$ cat src/pmct_pkg.sv
// shared types and constants for the ps/2 mouse packet cursor tracker
package pmct_pkg;

    localparam int COORD_BITS = 12;
    localparam int DIM_BITS   = COORD_BITS + 1;
    localparam int BTN_BITS   = 3;
    localparam int CFG_INDEX_BITS = 2;

    localparam logic [DIM_BITS-1:0] RESET_WIDTH  = 13'd640;
    localparam logic [DIM_BITS-1:0] RESET_HEIGHT = 13'd480;

    // first byte bit positions
    localparam int SYNC_BIT = 3;
    localparam int XOVF_BIT = 6;
    localparam int YOVF_BIT = 7;

    localparam logic MODE_BYTE = 1'b0;
    localparam logic MODE_ACK  = 1'b1;

    localparam logic [CFG_INDEX_BITS-1:0] REG_SCREEN_WIDTH  = 2'd0;
    localparam logic [CFG_INDEX_BITS-1:0] REG_SCREEN_HEIGHT = 2'd1;

    typedef struct packed {
        logic                mode;
        logic [7:0]          rx_byte;
        logic [BTN_BITS-1:0] ack_mask;
    } item_t;

    typedef struct packed {
        logic [COORD_BITS-1:0] cursor_x;
        logic [COORD_BITS-1:0] cursor_y;
        logic [BTN_BITS-1:0]   button_levels;
        logic [BTN_BITS-1:0]   clicks_taken;
        logic [BTN_BITS-1:0]   clicks_pending;
        logic                  packet_applied;
        logic                  packet_dropped;
    } result_t;

    typedef enum logic [1:0] {
        OP_NONE  = 2'd0,
        OP_ACK   = 2'd1,
        OP_APPLY = 2'd2,
        OP_DROP  = 2'd3
    } op_t;

    typedef struct packed {
        op_t                 op;
        logic [BTN_BITS-1:0] mask;
        logic [BTN_BITS-1:0] btn;
        logic [7:0]          dx;
        logic [7:0]          dy;
    } cmd_t;

endpackage

$ cat src/pmct_front.sv
// front end: packet assembly and classification of incoming words
module pmct_front
(
    input  logic             clk,
    input  logic             rst_n,
    input  logic             item_valid,
    output logic             item_ready,
    input  pmct_pkg::item_t  item,
    output logic             cmd_valid,
    input  logic             cmd_ready,
    output pmct_pkg::cmd_t   cmd
);

    typedef enum logic [2:0] {
        POS_FIRST  = 3'b001,
        POS_SECOND = 3'b010,
        POS_THIRD  = 3'b100
    } pos_t;

    pos_t       pos_reg;
    pos_t       pos_next;
    logic [7:0] pkt0_reg;
    logic [7:0] pkt0_next;
    logic [7:0] pkt1_reg;
    logic [7:0] pkt1_next;
    logic       accept;

    assign item_ready = cmd_ready;
    assign cmd_valid  = item_valid;
    assign accept     = item_valid && cmd_ready;

    always_comb
    begin
        pos_next  = pos_reg;
        pkt0_next = pkt0_reg;
        pkt1_next = pkt1_reg;
        cmd.op    = pmct_pkg::OP_NONE;
        cmd.mask  = item.ack_mask;
        cmd.btn   = pkt0_reg[pmct_pkg::BTN_BITS-1:0];
        cmd.dx    = pkt1_reg;
        // negation wraps in eight bits, so -128 stays -128
        cmd.dy    = ~item.rx_byte + 8'd1;
        if (item.mode == pmct_pkg::MODE_ACK)
        begin
            cmd.op = pmct_pkg::OP_ACK;
        end
        else
        begin
            case (pos_reg)
                POS_SECOND:
                begin
                    pkt1_next = item.rx_byte;
                    pos_next  = POS_THIRD;
                end
                POS_THIRD:
                begin
                    pos_next = POS_FIRST;
                    if (pkt0_reg[pmct_pkg::XOVF_BIT] || pkt0_reg[pmct_pkg::YOVF_BIT])
                    begin
                        cmd.op = pmct_pkg::OP_DROP;
                    end
                    else
                    begin
                        cmd.op = pmct_pkg::OP_APPLY;
                    end
                end
                default:
                begin
                    // waiting for sync: drop bytes without the sync bit
                    pos_next = POS_FIRST;
                    if (item.rx_byte[pmct_pkg::SYNC_BIT])
                    begin
                        pkt0_next = item.rx_byte;
                        pos_next  = POS_SECOND;
                    end
                end
            endcase
        end
    end

    always_ff @(posedge clk or negedge rst_n)
    begin
        if (!rst_n)
        begin
            pos_reg <= POS_FIRST;
        end
        else if (accept)
        begin
            pos_reg <= pos_next;
        end
    end

    always_ff @(posedge clk)
    begin
        if (accept)
        begin
            pkt0_reg <= pkt0_next;
            pkt1_reg <= pkt1_next;
        end
    end

endmodule

$ cat src/pmct_queue.sv
// two-entry command queue between front and back end
module pmct_queue
(
    input  logic            clk,
    input  logic            rst_n,
    input  logic            in_valid,
    output logic            in_ready,
    input  pmct_pkg::cmd_t  in_cmd,
    output logic            out_valid,
    input  logic            out_ready,
    output pmct_pkg::cmd_t  out_cmd
);

    pmct_pkg::cmd_t mem_reg [2];
    logic           wr_ptr_reg;
    logic           wr_ptr_next;
    logic           rd_ptr_reg;
    logic           rd_ptr_next;
    logic [1:0]     count_reg;
    logic [1:0]     count_next;
    logic           push;
    logic           pop;

    assign in_ready  = (count_reg != 2'd2);
    assign out_valid = (count_reg != 2'd0);
    assign out_cmd   = mem_reg[rd_ptr_reg];
    assign push      = in_valid && in_ready;
    assign pop       = out_valid && out_ready;

    always_comb
    begin
        wr_ptr_next = push ? ~wr_ptr_reg : wr_ptr_reg;
        rd_ptr_next = pop ? ~rd_ptr_reg : rd_ptr_reg;
        count_next  = count_reg;
        if (push && !pop)
        begin
            count_next = count_reg + 2'd1;
        end
        else if (pop && !push)
        begin
            count_next = count_reg - 2'd1;
        end
    end

    always_ff @(posedge clk or negedge rst_n)
    begin
        if (!rst_n)
        begin
            wr_ptr_reg <= 1'b0;
            rd_ptr_reg <= 1'b0;
            count_reg  <= 2'd0;
        end
        else
        begin
            wr_ptr_reg <= wr_ptr_next;
            rd_ptr_reg <= rd_ptr_next;
            count_reg  <= count_next;
        end
    end

    always_ff @(posedge clk)
    begin
        if (push)
        begin
            mem_reg[wr_ptr_reg] <= in_cmd;
        end
    end

endmodule

$ cat src/pmct_back.sv
// back end: cursor, buttons, click tracking, screen registers and result register
module pmct_back
(
    input  logic                                   clk,
    input  logic                                   rst_n,
    input  logic                                   cmd_valid,
    output logic                                   cmd_ready,
    input  pmct_pkg::cmd_t                         cmd,
    output logic                                   result_valid,
    input  logic                                   result_ready,
    output pmct_pkg::result_t                      result,
    input  logic                                   cfg_valid,
    output logic                                   cfg_ready,
    input  logic [pmct_pkg::CFG_INDEX_BITS-1:0]    cfg_index,
    input  logic [pmct_pkg::DIM_BITS-1:0]          cfg_data
);

    localparam int CB = pmct_pkg::COORD_BITS;
    localparam int DB = pmct_pkg::DIM_BITS;
    localparam int SB = pmct_pkg::COORD_BITS + 2;
    localparam int BB = pmct_pkg::BTN_BITS;
    localparam logic [DB-1:0] DIM_ONE = {{CB{1'b0}}, 1'b1};
    localparam logic [DB-1:0] DIM_MAX = {1'b1, {CB{1'b0}}};

    function automatic logic [DB-1:0] eff_dim(input logic [DB-1:0] v);
        logic [DB-1:0] r;
        r = v;
        if (v == '0)
        begin
            r = DIM_ONE;
        end
        else if (v > DIM_MAX)
        begin
            r = DIM_MAX;
        end
        return r;
    endfunction

    function automatic logic [CB-1:0] move_axis(input logic [CB-1:0] p,
                                                 input logic [7:0] d,
                                                 input logic [DB-1:0] dim);
        logic [SB-1:0] sum;
        logic [DB-1:0] last;
        logic [CB-1:0] r;
        sum  = {2'b00, p} + {{(SB-8){d[7]}}, d};
        last = dim - DIM_ONE;
        if (sum[SB-1])
        begin
            r = '0;
        end
        else if (sum[DB-1:0] >= dim)
        begin
            r = last[CB-1:0];
        end
        else
        begin
            r = sum[CB-1:0];
        end
        return r;
    endfunction

    logic [DB-1:0]     dim_w_reg;
    logic [DB-1:0]     dim_w_next;
    logic [DB-1:0]     dim_h_reg;
    logic [DB-1:0]     dim_h_next;
    logic [CB-1:0]     pos_x_reg;
    logic [CB-1:0]     pos_x_next;
    logic [CB-1:0]     pos_y_reg;
    logic [CB-1:0]     pos_y_next;
    logic [BB-1:0]     held_reg;
    logic [BB-1:0]     held_next;
    logic [BB-1:0]     pending_reg;
    logic [BB-1:0]     pending_next;
    logic              out_valid_reg;
    logic              out_valid_next;
    pmct_pkg::result_t result_reg;
    pmct_pkg::result_t result_next;
    logic              take;
    logic              cfg_wr;

    assign cfg_ready    = 1'b1;
    assign cfg_wr       = cfg_valid;
    assign cmd_ready    = !out_valid_reg || result_ready;
    assign take         = cmd_valid && cmd_ready;
    assign result_valid = out_valid_reg;
    assign result       = result_reg;

    always_comb
    begin
        dim_w_next     = dim_w_reg;
        dim_h_next     = dim_h_reg;
        pos_x_next     = pos_x_reg;
        pos_y_next     = pos_y_reg;
        held_next      = held_reg;
        pending_next   = pending_reg;
        out_valid_next = out_valid_reg;
        result_next    = result_reg;

        if (cfg_wr && (cfg_index == pmct_pkg::REG_SCREEN_WIDTH
                       || cfg_index == pmct_pkg::REG_SCREEN_HEIGHT))
        begin
            if (cfg_index == pmct_pkg::REG_SCREEN_WIDTH)
            begin
                dim_w_next = eff_dim(cfg_data);
            end
            else
            begin
                dim_h_next = eff_dim(cfg_data);
            end
            // recentre both axes and release buttons
            pos_x_next = dim_w_next[CB:1];
            pos_y_next = dim_h_next[CB:1];
            held_next  = '0;
        end
        else if (take)
        begin
            result_next.clicks_taken   = '0;
            result_next.packet_applied = 1'b0;
            result_next.packet_dropped = 1'b0;
            case (cmd.op)
                pmct_pkg::OP_ACK:
                begin
                    result_next.clicks_taken = pending_reg & cmd.mask;
                    pending_next             = pending_reg & ~cmd.mask;
                end
                pmct_pkg::OP_APPLY:
                begin
                    pos_x_next   = move_axis(pos_x_reg, cmd.dx, dim_w_reg);
                    pos_y_next   = move_axis(pos_y_reg, cmd.dy, dim_h_reg);
                    pending_next = cmd.btn & ~held_reg;
                    held_next    = cmd.btn;
                    result_next.packet_applied = 1'b1;
                end
                pmct_pkg::OP_DROP:
                begin
                    result_next.packet_dropped = 1'b1;
                end
                default:
                begin
                end
            endcase
            result_next.cursor_x       = pos_x_next;
            result_next.cursor_y       = pos_y_next;
            result_next.button_levels  = held_next;
            result_next.clicks_pending = pending_next;
        end

        if (take)
        begin
            out_valid_next = 1'b1;
        end
        else if (result_ready)
        begin
            out_valid_next = 1'b0;
        end
    end

    always_ff @(posedge clk or negedge rst_n)
    begin
        if (!rst_n)
        begin
            dim_w_reg     <= pmct_pkg::RESET_WIDTH;
            dim_h_reg     <= pmct_pkg::RESET_HEIGHT;
            pos_x_reg     <= pmct_pkg::RESET_WIDTH[CB:1];
            pos_y_reg     <= pmct_pkg::RESET_HEIGHT[CB:1];
            held_reg      <= '0;
            pending_reg   <= '0;
            out_valid_reg <= 1'b0;
        end
        else
        begin
            dim_w_reg     <= dim_w_next;
            dim_h_reg     <= dim_h_next;
            pos_x_reg     <= pos_x_next;
            pos_y_reg     <= pos_y_next;
            held_reg      <= held_next;
            pending_reg   <= pending_next;
            out_valid_reg <= out_valid_next;
        end
    end

    always_ff @(posedge clk)
    begin
        result_reg <= result_next;
    end

endmodule

$ cat src/ps2_mouse_packet_cursor_tracker_unit.sv
// top level of the ps/2 mouse packet cursor tracker
// Takes one word per clock while item_ready is high: received mouse bytes (mode 0) or
// click acknowledges (mode 1), and returns exactly one result word per item word, in order.
// The front end syncs on a first byte with bit 3 set, gathers three-byte packets and
// classifies them; a two-entry command queue decouples it from the back end, which adds
// the signed moves to the cursor, clamps to the screen and tracks buttons and pending
// clicks. A result word passes through the queue entry and the result register after
// its item word is accepted, and with the result side taking every word the block
// sustains one word per cycle. Screen width and height (registers 0 and 1) are clamped
// to 1..4096; writing either recentres the cursor and releases the buttons.
module ps2_mouse_packet_cursor_tracker_unit
(
    input  logic                                clk,
    input  logic                                rst_n,
    input  logic                                item_valid,
    output logic                                item_ready,
    input  pmct_pkg::item_t                     item,
    output logic                                result_valid,
    input  logic                                result_ready,
    output pmct_pkg::result_t                   result,
    input  logic                                cfg_valid,
    output logic                                cfg_ready,
    input  logic [pmct_pkg::CFG_INDEX_BITS-1:0] cfg_index,
    input  logic [pmct_pkg::DIM_BITS-1:0]       cfg_data
);

    logic           fq_valid;
    logic           fq_ready;
    pmct_pkg::cmd_t fq_cmd;
    logic           qb_valid;
    logic           qb_ready;
    pmct_pkg::cmd_t qb_cmd;

    pmct_front u_front
    (
        .clk        (clk),
        .rst_n      (rst_n),
        .item_valid (item_valid),
        .item_ready (item_ready),
        .item       (item),
        .cmd_valid  (fq_valid),
        .cmd_ready  (fq_ready),
        .cmd        (fq_cmd)
    );

    pmct_queue u_queue
    (
        .clk       (clk),
        .rst_n     (rst_n),
        .in_valid  (fq_valid),
        .in_ready  (fq_ready),
        .in_cmd    (fq_cmd),
        .out_valid (qb_valid),
        .out_ready (qb_ready),
        .out_cmd   (qb_cmd)
    );

    pmct_back u_back
    (
        .clk          (clk),
        .rst_n        (rst_n),
        .cmd_valid    (qb_valid),
        .cmd_ready    (qb_ready),
        .cmd          (qb_cmd),
        .result_valid (result_valid),
        .result_ready (result_ready),
        .result       (result),
        .cfg_valid    (cfg_valid),
        .cfg_ready    (cfg_ready),
        .cfg_index    (cfg_index),
        .cfg_data     (cfg_data)
    );

endmodule

$ cat config.mk
export PLATFORM = sky130hd
export DESIGN_NAME = ps2_mouse_packet_cursor_tracker_unit
export DESIGN_NICKNAME = d
export VERILOG_FILES = /design/src/pmct_pkg.sv /design/src/pmct_front.sv /design/src/pmct_queue.sv /design/src/pmct_back.sv /design/src/ps2_mouse_packet_cursor_tracker_unit.sv
export SDC_FILE = /design/constraint.sdc
export NUM_CORES = 1
export LEC_CHECK = 0
export BUFFER_PORTS_ARGS = -buffer_cell sky130_fd_sc_hd__buf_2
export CELL_PAD_IN_SITES_DETAIL_PLACEMENT = 1
export CELL_PAD_IN_SITES_GLOBAL_PLACEMENT = 1
export CORE_MARGIN = 8
export CORE_UTILIZATION = 54
export CTS_BUF_LIST = sky130_fd_sc_hd__clkbuf_4 sky130_fd_sc_hd__clkbuf_8
export CTS_CLUSTER_DIAMETER = 100
export DETAILED_ROUTE_END_ITERATION = 10
export PLACE_DENSITY_LB_ADDON = 0.1
export SLEW_MARGIN = 20
export SYNTH_ARGS = -nofsm -noshare
export SYNTH_HDL_FRONTEND = slang
export SYNTH_SLANG_ARGS = --single-unit
$ cat constraint.sdc
create_clock -name clk -period 15.9 [get_ports clk]
set_clock_uncertainty 0.2 [all_clocks]
set_input_delay 1.59 -clock clk [delete_from_list [all_inputs] [get_ports clk]]
set_output_delay 1.59 -clock clk [all_outputs]
set_load 0.02 [all_outputs]
==> impl_metrics.py <==
metrics = {
    "status": {
        "status": "complete, no violations",
    },
    "routing": {
        "postRouteWirelength_mm": 26.7,
        "first_iter_violations": 477,
        "drc_errors": 0,
        "first_pass_iters": 5,
        "vias_per_cell": 6.20,
        "drtAntennaViolNets": 0,
        "route.vias.total": 7098,
        "wl_per_cell_um": 23.3,
    },
    "global_route": {
        "grtUsageTotal_pct": 25.6,
        "grt_pass1_wl_mm": 42.7,
        "grt_pass1_vias": 7809,
        "grt_max_degree": 65,
        "antenna_found_initial": 0,
        "grt.overflow.total": 0,
    },
    "clock_tree": {
        "cts_sinks": 160,
        "cts_hold_buf": 0,
        "cts_resized": 0,
        "clk_pin_slew_ps": 100,
        "postCtsSetupBuffers": 0,
        "clk_latency_ps": 490,
        "cts.path.max_buffers": 2,
        "cts_root_buffer": "clkbuf_8",
        "cts_tree": "done",
        "htreeDepth": 4,
        "cts_inserted_buffers": 17,
    },
    "die": {
        "rows": 47,
        "fp.dieW_um": 146,
        "die_h_um": 146,
        "die-area_sq_um": 21300,
        "core_area_sq_um": 16500,
        "initial_core_util_pct": 55.2,
        "io_pins": 70,
    },
    "synth": {
        "synth_edf_count": 96,
        "synth_ff_type": "edfxtp_1",
        "synth_top_area_share_pct": 31.6,
        "synth_cells": 847,
        "avgSynthCellArea_sq_um": 10.8,
        "syn_area_sq_um": 9120,
        "synth-seq-cells": 160,
        "ys_types": 78,
        "synth.largest_area_cell": "edfxtp_1",
        "synth_commonest_cells": "edfxtp_1, nand2_1, inv_1",
        "synth_area_leaders": "edfxtp_1, dfrtp_1, ha_1",
        "synthesis.nets": 940,
        "yosysSeqAreaShare_pct": 49.3,
        "synthArstFlopShare_pct": 40.0,
        "synth_warnings": 0,
        "yosysMostFrequentCell": "edfxtp_1",
    },
    "critical_path": {
        "worst-path-max-fanout": 14,
        "required_ps": 15940,
        "worstPathArrival_ps": 5520,
        "path_class": "reg -> reg",
        "startpoint_type": "register",
        "end_kind": "register",
    },
    "sta": {
        "clock.fmax_ghz": 0.182,
        "finalSetupTns_ps": 0,
        "setup_viol": 0,
        "min_period_over_period_pct": 34.5,
        "slew_headroom_pct": 29.2,
        "hold_viol_final": 0,
        "rsz0062_at_grt": "no",
        "slew_violations": 0,
        "worstMarginPinSlew_ps": 1060,
        "period_needed_ps": 5480,
    },
    "hold_path": {
        "min_path_type": "reg -> reg",
    },
    "final_layout": {
        "seq_area_sq_um": 4500,
        "syn_to_final_growth_pct": 11.2,
        "finalNetCount": 1005,
        "drive_gt1_share_pct": 17.7,
        "antenna_cells": 0,
        "multi_input_area_sq_um": 4280,
        "largest_reg_flops": 48,
        "fillers": 1794,
    },
    "place": {
        "gp_congestion": 0.891,
        "portBuffers": 68,
        "dpl.hpwl_mm": 19.5,
    },
    "flow_run": {
        "cap_violations": 0,
    },
}
-- critical path: stages, from the launching register on --
cell	delay, ps
dfrtp_1	730
mux2_2	450
ha_1	310
a211o_1	370
a2111o_1	430
a31oi_1	300
xnor2_1	170
ha_1	320
nand2_1	90
nor4b_1	340
a21oi_1	120
o21ai_1	240
nand2_1	420
mux2_2	450
a32o_1	300
-- cells in the final DEF (no fill, tap or decap), drive strengths merged, types with 22 or more instances in the layout --
master   n
inv     66
nand2   76
nor2    59
ha      59
o21ai   52
dfrtp   51
nor3    22
edfxtp  96
xnor2   41
buf     75
mux2    24
a21oi   56
-- per-layer routing --
metal | part of all wire (%) | up-vias | global-route usage, %
li1 | - | 3255 | -
met1 | 40 | 3551 | 28.7
met2 | 51 | 216 | 45.2
met3 | 4.4 | 76 | 5.47
met4 | 3.9 | 0 | 12.5
met5 | 0 | - | 0
-- path summary, 6_finish.rpt --
path,startpoint,to,slack [ps],cells past startpoint
setup reg to reg,u_queue.rd_ptr_reg,u_back.result[26],10420,14
hold reg to reg,u_front.pkt1_reg[2],u_queue.mem_reg[0][10],250,0
max in group asynchronous,rst_n,u_queue.count_reg[0],13790,2
min in group asynchronous,rst_n,u_back.dim_h_reg[1],1090,2
setup / recovery,u_queue.rd_ptr_reg,u_back.result[26],10420,14
hold / removal,u_front.pkt1_reg[2],u_queue.mem_reg[0][10],250,0
-- metrics by stage --
stage          setup slack [ps]  cells  hold WS [ps]  instance area (sq um)  util, %
2_1_floorplan             10880    847           221                   9120        -
3_3_place_gp              10640   1113           222                   9680     58.6
3_5_place_dp              10560   1113           239                   9680     58.6
4_1_cts                   10460   1145           252                  10100     61.4
5_1_grt                    9950   1145           272                  10100     61.4
6_report                  10420   1145           252                  10100     61.4
-- cell type report --
cell class | count | area share [%]
sequential | 160 | 44.4
multi-input combinational | 596 | 42.2
timing repair buffer | 75 | 3.87
tap | 220 | 2.71
clock buffer | 17 | 2.31
inverter | 62 | 2.30
clock inverter | 15 | 2.26
-- cell families (layout without fill, tap and decap cells) --
family	after synthesis	after routing	synth area share [%]
other	1	1	0.0411
AO/OA/AOI/OAI	225	225	17.3
multiplexers	41	41	4.87
AND/OR/NAND/NOR	215	215	10.9
XOR/XNOR	52	52	4.99
flip-flops	160	160	49.3
buffers and inverters	91	169	3.92
adder cells (fa/ha/maj)	62	62	8.64
Power is not shown: default switching activity piles up to over one toggle a cycle in this logic, so the estimate is an artifact.
